## src/sv/packet_header_varint_encoder_assert.svh

```systemverilog
// assertion macros for the packet header varint encoder
// no dependencies; included by the top level only
`ifndef PACKET_HEADER_VARINT_ENCODER_ASSERT_SVH
`define PACKET_HEADER_VARINT_ENCODER_ASSERT_SVH
`ifndef SYNTHESIS
// same-cycle implication under reset
`define PHVE_ASSERT_IMPLY(lbl, clk, rst_n, a, b) \
    lbl: assert property (@(posedge clk) disable iff (!rst_n) (a) |-> (b)) \
        else $error("phve assertion failed");
// next-cycle implication under reset
`define PHVE_ASSERT_NEXT(lbl, clk, rst_n, a, b) \
    lbl: assert property (@(posedge clk) disable iff (!rst_n) (a) |=> (b)) \
        else $error("phve assertion failed");
`else
`define PHVE_ASSERT_IMPLY(lbl, clk, rst_n, a, b)
`define PHVE_ASSERT_NEXT(lbl, clk, rst_n, a, b)
`endif
`endif

```

## src/sv/phve_pkg.sv

```systemverilog
// shared types and constants for the packet header varint encoder
// no dependencies
`default_nettype none
package phve_pkg;

    localparam int BYTE_W      = 8;
    localparam int LEN_W       = 28;
    localparam int PLAIN_BYTES = 3;
    localparam int HDR_W       = 3 * BYTE_W + 2 * LEN_W;

    localparam logic [BYTE_W-1:0] DATA_MASK  = 8'h7f;
    localparam logic [BYTE_W-1:0] CONT_BIT   = 8'h80;
    localparam logic [BYTE_W-1:0] MASK_RESET = 8'h80;

    // one packet header as held in the input register
    typedef struct packed {
        logic [BYTE_W-1:0] command;
        logic [BYTE_W-1:0] options;
        logic [BYTE_W-1:0] sequence_req;
        logic [LEN_W-1:0]  pkt_len;
        logic [LEN_W-1:0]  chunk_off;
    } t_hdr;

endpackage
`default_nettype wire

```

## src/sv/packet_header_varint_encoder.sv

```systemverilog
// packet header varint encoder: input register, encoder, shifting result buffer
// a header's first word shows when the input register loads the result buffer
// throughput: one output word per ready cycle, 4 to 3+2*VARINT_MAX_BYTES+1 words a header;
// the result buffer sets the rate, the input register takes the next header meanwhile
// reset: empties the input register and result buffer, chunk flag mask returns to 0x80
`default_nettype none
`include "packet_header_varint_encoder_assert.svh"
module packet_header_varint_encoder #(
    parameter int VARINT_MAX_BYTES = 4
) (
    input  wire logic                          i_clk,
    input  wire logic                          i_rst_n,
    // configuration: chunk_flag_mask
    input  wire logic                          i_cfg_valid,
    output logic                               o_cfg_ready,
    input  wire logic [phve_pkg::BYTE_W-1:0]   i_cfg_data,
    // header in
    input  wire logic                          i_s_axis_tvalid,
    output logic                               o_s_axis_tready,
    // command[7:0], options[15:8], sequence_req[23:16],
    // pkt_len[51:24], chunk_off[79:52]
    input  wire logic [phve_pkg::HDR_W-1:0]    i_s_axis_tdata,
    // byte run out
    output logic                               o_m_axis_tvalid,
    input  wire logic                          i_m_axis_tready,
    // out_byte[7:0]
    output logic [phve_pkg::BYTE_W-1:0]        o_m_axis_tdata,
    // last_byte
    output logic                               o_m_axis_tlast
);

    localparam int MAXB = phve_pkg::PLAIN_BYTES + 2 * VARINT_MAX_BYTES + 1;
    localparam int CW   = $clog2(MAXB + 1);

    logic [phve_pkg::BYTE_W-1:0]           r_chunk_mask;
    phve_pkg::t_hdr                        r_hdr;
    logic                                  r_hdr_valid;
    logic                                  n_hdr_valid;
    logic                                  w_accept;
    logic                                  w_can_load;
    logic                                  w_load;
    logic [MAXB-1:0][phve_pkg::BYTE_W-1:0] w_bytes;
    logic [CW-1:0]                         w_count;
    logic                                  w_mid_word;

    // configuration register
    assign o_cfg_ready = 1'b1;

    always_ff @(posedge i_clk) begin
        if (!i_rst_n) begin
            r_chunk_mask <= phve_pkg::MASK_RESET;
        end else if (i_cfg_valid) begin
            r_chunk_mask <= i_cfg_data;
        end
    end

    // input register handshake
    assign w_load          = r_hdr_valid && w_can_load;
    assign o_s_axis_tready = !r_hdr_valid || w_can_load;
    assign w_accept        = i_s_axis_tvalid && o_s_axis_tready;

    always_comb begin
        n_hdr_valid = r_hdr_valid;
        if (w_accept) begin
            n_hdr_valid = 1'b1;
        end else if (w_load) begin
            n_hdr_valid = 1'b0;
        end
    end

    always_ff @(posedge i_clk) begin
        if (!i_rst_n) begin
            r_hdr_valid <= 1'b0;
        end else begin
            r_hdr_valid <= n_hdr_valid;
        end
    end

    // header fields
    always_ff @(posedge i_clk) begin
        if (w_accept) begin
            r_hdr.command      <= i_s_axis_tdata[7:0];
            r_hdr.options      <= i_s_axis_tdata[15:8];
            r_hdr.sequence_req <= i_s_axis_tdata[23:16];
            r_hdr.pkt_len      <= i_s_axis_tdata[51:24];
            r_hdr.chunk_off    <= i_s_axis_tdata[79:52];
        end
    end

    // encode the held header
    phve_encode #(
        .VMAX (VARINT_MAX_BYTES),
        .MAXB (MAXB),
        .CW   (CW)
    ) u_encode (
        .i_hdr        (r_hdr),
        .i_chunk_mask (r_chunk_mask),
        .o_bytes      (w_bytes),
        .o_count      (w_count)
    );

    // shift the run out
    phve_serial #(
        .MAXB (MAXB),
        .CW   (CW)
    ) u_serial (
        .i_clk      (i_clk),
        .i_rst_n    (i_rst_n),
        .i_load     (w_load),
        .i_bytes    (w_bytes),
        .i_count    (w_count),
        .o_can_load (w_can_load),
        .o_valid    (o_m_axis_tvalid),
        .i_ready    (i_m_axis_tready),
        .o_data     (o_m_axis_tdata),
        .o_last     (o_m_axis_tlast)
    );

    // a word taken that is not the last of its run
    assign w_mid_word = o_m_axis_tvalid && i_m_axis_tready && !o_m_axis_tlast;

    // checks
    `PHVE_ASSERT_NEXT(a_load_fills, i_clk, i_rst_n, w_load, o_m_axis_tvalid)
    `PHVE_ASSERT_NEXT(a_run_continues, i_clk, i_rst_n, w_mid_word, o_m_axis_tvalid)
    `PHVE_ASSERT_NEXT(a_accept_holds, i_clk, i_rst_n, w_accept, r_hdr_valid)
    `PHVE_ASSERT_IMPLY(a_load_needs_hdr, i_clk, i_rst_n, w_load, r_hdr_valid && w_can_load)

endmodule
`default_nettype wire

```

## src/sv/phve_encode.sv

```systemverilog
// combinational header encoder: plain bytes, length varint, pad, offset varint
// depends on phve_pkg
`default_nettype none
module phve_encode #(
    parameter int VMAX = 4,
    parameter int MAXB = phve_pkg::PLAIN_BYTES + 2 * VMAX + 1,
    parameter int CW   = $clog2(MAXB + 1)
) (
    input  var phve_pkg::t_hdr                           i_hdr,
    input  wire logic [phve_pkg::BYTE_W-1:0]             i_chunk_mask,
    output logic [MAXB-1:0][phve_pkg::BYTE_W-1:0]        o_bytes,
    output logic [CW-1:0]                                o_count
);

    localparam int LW  = $clog2(VMAX + 1);
    localparam int LIW = $clog2(VMAX);

    logic [VMAX-1:0][phve_pkg::BYTE_W-1:0] len_b;
    logic [VMAX-1:0][phve_pkg::BYTE_W-1:0] off_b;
    logic [2:0][phve_pkg::BYTE_W-1:0]      plain_b;
    logic [LW-1:0]                         nl;
    logic [LW-1:0]                         nc;
    logic                                  chunked;
    logic                                  off_nz;
    logic [CW-1:0]                         par_cnt;
    logic                                  odd;

    assign plain_b[0] = i_hdr.command;
    assign plain_b[1] = i_hdr.options;
    assign plain_b[2] = i_hdr.sequence_req;

    assign chunked = (i_hdr.options & i_chunk_mask) != '0;
    assign off_nz  = i_hdr.chunk_off != '0;

    // varint groups with continuation when higher groups are nonzero
    always_comb begin
        for (int i = 0; i < VMAX; i++) begin
            len_b[i] = (phve_pkg::BYTE_W'(i_hdr.pkt_len >> (7 * i)) & phve_pkg::DATA_MASK)
                     | (((i_hdr.pkt_len >> (7 * (i + 1))) != '0) ? phve_pkg::CONT_BIT
                                                                 : '0);
            off_b[i] = (phve_pkg::BYTE_W'(i_hdr.chunk_off >> (7 * i)) & phve_pkg::DATA_MASK)
                     | (((i_hdr.chunk_off >> (7 * (i + 1))) != '0) ? phve_pkg::CONT_BIT
                                                                   : '0);
        end
    end

    // varint byte counts, capped at VMAX
    always_comb begin
        nl = LW'(1);
        nc = LW'(1);
        for (int i = 1; i < VMAX; i++) begin
            if ((i_hdr.pkt_len >> (7 * i)) != '0) nl = LW'(i + 1);
            if ((i_hdr.chunk_off >> (7 * i)) != '0) nc = LW'(i + 1);
        end
    end

    // parity count: zero offset does not count
    assign par_cnt = CW'(phve_pkg::PLAIN_BYTES) + CW'(nl)
                   + ((chunked && off_nz) ? CW'(nc) : CW'(0));
    assign odd = par_cnt[0];

    assign o_count = CW'(phve_pkg::PLAIN_BYTES) + CW'(nl) + CW'(odd)
                   + (chunked ? CW'(nc) : CW'(0));

    // place each output byte
    always_comb begin
        int j;
        int m;
        for (int k = 0; k < MAXB; k++) begin
            j = k - phve_pkg::PLAIN_BYTES;
            m = j - int'(nl) - int'(odd);
            if (k < phve_pkg::PLAIN_BYTES) begin
                o_bytes[k] = plain_b[k];
            end else if (j < int'(nl)) begin
                o_bytes[k] = len_b[LIW'(j)];
                if (odd && (j == int'(nl) - 1)) o_bytes[k] = o_bytes[k] | phve_pkg::CONT_BIT;
            end else if (odd && (j == int'(nl))) begin
                o_bytes[k] = '0;
            end else if (chunked && (m < VMAX)) begin
                o_bytes[k] = off_b[LIW'(m)];
            end else begin
                o_bytes[k] = '0;
            end
        end
    end

endmodule
`default_nettype wire

```

## src/sv/phve_serial.sv

```systemverilog
// result buffer that shifts the encoded header out one word per cycle while the receiver is ready
// depends on phve_pkg
`default_nettype none
module phve_serial #(
    parameter int MAXB = 12,
    parameter int CW   = $clog2(MAXB + 1)
) (
    input  wire logic                                 i_clk,
    input  wire logic                                 i_rst_n,
    input  wire logic                                 i_load,
    input  wire logic [MAXB-1:0][phve_pkg::BYTE_W-1:0] i_bytes,
    input  wire logic [CW-1:0]                        i_count,
    output logic                                      o_can_load,
    output logic                                      o_valid,
    input  wire logic                                 i_ready,
    output logic [phve_pkg::BYTE_W-1:0]               o_data,
    output logic                                      o_last
);

    logic [MAXB-1:0][phve_pkg::BYTE_W-1:0] r_bytes;
    logic [MAXB-1:0][phve_pkg::BYTE_W-1:0] n_bytes;
    logic [CW-1:0]                         r_left;
    logic [CW-1:0]                         n_left;

    assign o_valid    = r_left != '0;
    assign o_data     = r_bytes[0];
    assign o_last     = r_left == CW'(1);
    assign o_can_load = !o_valid || (i_ready && o_last);

    // load a new run or shift one word out
    always_comb begin
        n_bytes = r_bytes;
        n_left  = r_left;
        if (i_load) begin
            n_bytes = i_bytes;
            n_left  = i_count;
        end else if (o_valid && i_ready) begin
            n_bytes = {phve_pkg::BYTE_W'(0), r_bytes[MAXB-1:1]};
            n_left  = r_left - CW'(1);
        end
    end

    // remaining word count
    always_ff @(posedge i_clk) begin
        if (!i_rst_n) begin
            r_left <= '0;
        end else begin
            r_left <= n_left;
        end
    end

    // payload words
    always_ff @(posedge i_clk) begin
        r_bytes <= n_bytes;
    end

endmodule
`default_nettype wire

```

## config.mk

```make
export PLATFORM = sky130hd
export DESIGN_NAME = packet_header_varint_encoder
export DESIGN_NICKNAME = d
export VERILOG_FILES = /design/src/sv/phve_pkg.sv /design/src/sv/packet_header_varint_encoder.sv /design/src/sv/phve_encode.sv /design/src/sv/phve_serial.sv
export VERILOG_INCLUDE_DIRS = /design/src /design/src/sv
export SDC_FILE = /design/constraint.sdc
export NUM_CORES = 1
export LEC_CHECK = 0
export ABC_AREA = 1
export BUFFER_PORTS_ARGS = -buffer_cell sky130_fd_sc_hd__buf_2
export CORE_ASPECT_RATIO = 0.7
export CORE_MARGIN = 2
export CORE_UTILIZATION = 45
export CTS_BUF_LIST = sky130_fd_sc_hd__clkbuf_16
export DETAILED_ROUTE_END_ITERATION = 12
export PLACE_DENSITY = 0.71
export SYNTH_ARGS = -nofsm -noshare
export SYNTH_HDL_FRONTEND = slang
export SYNTH_SLANG_ARGS = --single-unit
export TNS_END_PERCENT = 1
```

## constraint.sdc

```tcl
create_clock -name i_clk -period 22 [get_ports i_clk]
set_clock_uncertainty 0.1 [all_clocks]
set_input_delay 0 -clock i_clk [delete_from_list [all_inputs] [get_ports i_clk]]
set_output_delay 0 -clock i_clk [all_outputs]
set_load 0.005 [all_outputs]
```

Word level (Yosys, flattened, before mapping)
Index checks and enable logic that the tools add are counted.
Widths: inputs -> output; s select.
{"block": "op_classes", "n_addsub": 24, "n_lt_le_gt_ge": 25, "eq_ne": 14, "muxes": 77, "bitwise": 6, "n_reduce_logical": 46}
{"operator": "$mux 8", "count": 54}
{"operator": "$lt 32x4->1 const B", "count": 9}
{"operator": "$sub 32x2->32", "count": 9}
{"operator": "$reduce_bool 28->1", "count": 7}
{"operator": "$mux 96", "count": 2}
{"operator": "$bmux 8 s2", "count": 9}
{"operator": "$eq 4x32->1 const A", "count": 3}
{"operator": "$eq 3x32->1 const A", "count": 2}
{"operator": "$or 7x8->8", "count": 5}
{"operator": "$lt 2x4->1 const B", "count": 9}
{"operator": "$eq 2x32->1 const A", "count": 1}
{"operator": "$logic_not 32->1", "count": 1}
{"operator": "$logic_and 1x1->1", "count": 29}
{"operator": "$sub 3x3->4 const A", "count": 4}
{"operator": "$eq 3x3->1 const A", "count": 4}
{"operator": "$lt 3x3->1 const A", "count": 3}
{"operator": "$mux 3", "count": 3}
{"operator": "$and 8x8->8", "count": 1}
{"operator": "$mux 2", "count": 4}
{"operator": "$mux 4", "count": 2}
{"operator": "$reduce_bool 8->1", "count": 1}
{"operator": "$sub 1x3->4 const A", "count": 2}
{"operator": "$sub 2x3->4 const A", "count": 2}
{"operator": "$eq 2x3->1 const A", "count": 2}
{"operator": "other kinds (17)", "count": 24}
{"block": "word_totals", "register_bits": 189, "inputBits": 93, "output_inout_bits": 12}

Longest topological paths before layout
{"block": "logic_depth", "ltp_word": 14, "depth_mapped": 22, "depth_no_buf": 22}

Hierarchy
Synthesis repeated with hierarchy kept, for this count alone.
{"block": "hier_totals", "cells_unflattened": 1067, "area_unflattened_um2": 9934.5}
{"module": "phve_serial", "n_inst": 1, "cells_each": 457, "area_per_inst_um2": 4418.0}
{"module": "phve_encode", "n_inst": 1, "cells_each": 486, "area_per_inst_um2": 2786.4}
{"module": "packet_header_varint_encoder", "n_inst": 1, "cells_each": 124, "area_per_inst_um2": 2730.1}

Least setup slack after synthesis
Ideal clock, no wire load.
{"block": "synth_timing", "path_kind": "reg-to-reg", "start": "register u_serial.r_left[0]", "end": "register u_serial.r_left[2]", "setup_time_ps": 70, "t_arrival_ps": 9112, "slack_ps": 12718, "stages_incl_launch_ff": 9, "path_buffers": 0, "synth_period_minus_slack_ps": 9282, "cell_sequence": "dfxtp_1 inv_1 ha_1 nand3_1 o21ai_0 inv_1 a21oi_1 o21ai_0 a21oi_1"}
{"block": "synth_via", "elab_chain_len": 5, "elab_cells_between_ends": 11}
{"item": "start: declaration", "line": "phve_serial.sv:22", "rtl": "logic [CW-1:0] r_left;"}
{"item": "start signal: assignment", "line": "phve_serial.sv:48", "rtl": "r_left <= n_left;"}
{"item": "$reduce_bool 4->1 (*)", "line": "phve_serial.sv:25", "rtl": "assign o_valid = r_left != '0;"}
{"item": "via o_m_axis_tvalid", "line": "packet_header_varint_encoder.sv:24", "rtl": "output logic o_m_axis_tvalid,"}
{"item": "$logic_not 1->1", "line": "phve_serial.sv:28", "rtl": "assign o_can_load = !o_valid || (i_ready && o_last);"}
{"item": "$logic_or 1x1->1", "line": "phve_serial.sv:28"}
{"item": "$logic_and 1x1->1", "line": "packet_header_varint_encoder.sv:58", "rtl": "assign w_load = r_hdr_valid && w_can_load;"}
{"item": "$mux 4 or $reduce_bool 2->1 (tied branches)"}
The timed path passes the listed nets; every way through them passes the cells marked *. The select of a mux whose other input is x is not followed.
A chain may end at the register's enable or synchronous reset.

==> out/metrics.csv <==
stage;metric;value;unit
yosys;synth_area_per_cell;9.84;um2
layout;final_common_cell;nand2_1;
pwr;p_leak;5.10;nW
timing;slew_headroom;28.3;%
layout;final_area;12100;um2
timing;maxSlewViolCount;0;
grt;grt_max_degree;81;
floorplanning;die-area;22800;um2
floorplanning;core-area;21000;um2
timing;finalCriticalPeriod;4.45;ns
routing;dr.pass1.iters;6;
routing;drc;0;
clocking;clock_sinks;189;
hold_path;worst_hold_startpoint;i_s_axis_tdata[55];
timing;max_freq;224;MHz
yosys;ys_ff_latch;189;
worst_setup_path;rr_startpoint;r_hdr[37]$_DFFE_PP_;
layout;fin_nets;1342;
hold_path;hold_path_class;primary input to flip-flop;
worst_setup_path;path_class;flip-flop to flip-flop;
floorplanning;pin_count;105;
layout;fill_cells;1760;
run;cap_violations;0;
floorplanning;die_w;180;um
timing;rsz0062_at_grt;no;
yosys;ys_types;44;
placed_design;routabilityCongestion;0.943;
layout;drive_above_1_share;15.4;%
layout;areaGrowthSynthToFinish;24.4;%
timing;hold_viol;0;
floorplanning;start_util;46.3;%
grt;grt_pass1_wl;41100;um
routing;wirelength;25800;um
worst_setup_path;cp_max_fo;7;
grt;grtUsageTotal;23.2;%
pwr;ir_worst_vdd;0.0000728;V
placed_design;place_hpwl;16400;um
pwr;p_int;0.000856;W
pwr;swShare;33.3;%
yosys;netlist_area;9710;um2
grt;gr-total-overflow;0;
worst_setup_path;cp_data_required_time;22.20;ns
clocking;clockBufferDepth;2;
pwr;powerDensity;106;nW/um2
placed_design;place.port_buffers;103;
worst_setup_path;crit_arrival;4.65;ns
grt;antenna_found_initial;0;
layout;diodes;0;
timing;period_share;20.2;%
clocking;clkLatencyLatePin;0.44;ns
clocking;cts_buffers;17;
layout;final_cell_mix;nand2_1 (264), nand3_1 (176), edfxtp_1 (176);
clocking;h-tree-depth;4;
worst_setup_path;startpoint_type;flip-flop;
pwr;power.switching;0.000427;W
placed_design;placed_area;10500;um2
grt;grt_pass1_vias;7621;
pwr;combPwrFrac;26.9;%
clocking;cts-root-buf;clkbuf_16;
pwr;pwr-share-clk;24.0;%
routing;post_drt_wl_per_cell;17.3;um
timing;tightest_slew;1.08;ns
routing;viasPerCell;5.33;
timing;setup_tns;0;ns
floorplanning;fp-row-count;44;
outcome;status;completed;
routing;vias;7930;
clocking;clk_pin_slew_worst_paths;0.08;ns
routing;drt_iter0_markers;941;
routing;drtAntennaViolNets;0;
pwr;power_frac_seq;49.0;%
yosys;synthCells;987;
clocking;cts_tree;done;
yosys;ys_seq_area_share;57.1;%
yosys;yosysWarnings;0;
floorplanning;die_h;127;um
clocking;post_cts_resized;0;
worst_setup_path;critPathCaptureType;flip-flop;
worst_setup_path;cp-startpoint;r_hdr[37]$_DFFE_PP_;
timing;final-setup-viol-count;0;
[stage by stage]
stage | worst slack [ns] | total power (W) | hold WS [ns] | utilization, % | std cells
floorplan | 12.72 | 0.000890 | -0.00113 | - | 1007
global placement | 17.76 | 0.000952 | 0.0767 | 49.8 | 1352
detailed placement | 17.73 | 0.000963 | 0.0781 | 49.8 | 1352
CTS | 17.69 | 0.00128 | 0.155 | 57.6 | 1489
global route | 17.31 | 0.00136 | 0.152 | 57.6 | 1489
finish | 17.55 | 0.00128 | 0.167 | 57.6 | 1489
[sequential cells by signal (all words and copies together) (netlist names)]
| name | count |
|---|---|
| r_chunk_mask | 8 |
| r_hdr | 80 |
| r_hdr_valid | 1 |
| u_serial.o_data | 8 |
| u_serial.r_bytes | 88 |
| u_serial.r_left | 4 |
[cell type report]
cell class                 instances  area (um2)  share of cell area (%)
tap                              276         345                    2.86
clock inverter                    15         154                    1.27
clock buffer                      17         425                    3.52
inverter                          51         198                    1.64
timing repair buffer             214        1610                    13.3
multi-input combinational        727        3800                    31.5
sequential                       189        5550                    45.9
[worst max-delay path, stage by stage, from the launching register on]
cell      delay, ns
edfxtp_1       0.42
nor2_1         0.20
nand2_1        0.18
nor2_1         0.18
nand3_1        0.15
nand2_1        0.17
inv_1          0.13
ha_1           0.22
inv_1          0.06
ha_1           0.25
inv_1          0.10
nand3_1        0.13
or2_2          0.33
ha_1           0.27
nor2_1         0.09
nand3_1        0.08
nand2_1        0.08
nand3_1        0.11
nor2_1         0.75
nand3_1        0.22
nand2_1        0.10
[cell families (layout without fill, tap and decap cells)]
family,after synthesis,in the layout,synth area share (%)
AND/OR/NAND/NOR,594,594,27.9
flip-flops,189,189,57.1
buffers and inverters,91,297,4.70
XOR/XNOR,4,4,0.361
AO/OA/AOI/OAI,58,58,3.43
other,2,22,0.0773
adder cells (fa/ha/maj),49,49,6.39
[cells in the mapped netlist (all sizes together)]
master	count	area, um2
nand2	271	1050
nand3	198	1110
edfxtp	176	5290
nor2	103	399
inv	49	184
ha	48	601
a21oi	40	219
buf	25	204
clkbuf	15	56.3
dfxtp	13	260
o21ai	13	65.1
nor3	7	45.0
nand4	6	37.5
or2	4	25.0
a211oi	3	32.5
clkinv	2	12.5
conb	2	7.51
nand3b	2	15.0
nor4	2	18.8
xnor2	2	17.5
xor2	2	17.5
fa	1	20.0
nor3b	1	7.51
o221ai	1	8.76
o31ai	1	7.51
[repair_timing]
action | CTS | global route
setup endpoints to repair | 0 | 0
setup buffers | 0 | 0
hold buffers | 105 | 0
hold endpoints to repair | 93 | 0
[power by group through the flow]
stage,clock network [W],registers (W),logic (W)
6_report,0.000308,0.000629,0.000345
5_1_grt,0.000325,0.000641,0.000389
4_1_cts,0.000311,0.000628,0.000343
3_5_place_dp,0,0.000636,0.000327
3_3_place_gp,0,0.000632,0.000320
2_1_floorplan,0,0.000654,0.000236
[layer usage]
metal  part of all wire, %  vias up  GRT usage (%)  wire length, um
met5                     0        -              0                0
met4                   2.3        0           7.60              590
met3                   8.8       46           4.31             2260
met2                    47      397           37.8            12100
met1                    42     3691           31.6            10800
li1                      -     3796              -                -
[worst paths after layout]
kind,slack (ns),cells after the start,end
setup / recovery,17.55,20,u_serial.r_bytes[43]$_DFFE_PP_
hold / removal,0.17,2,r_hdr[3]$_DFFE_PP_
setup reg to reg,17.55,20,u_serial.r_bytes[43]$_DFFE_PP_
hold reg to reg,0.41,2,u_serial.o_data[7]$_DFFE_PP_
Note: power is estimated with default switching activity, not from simulation.
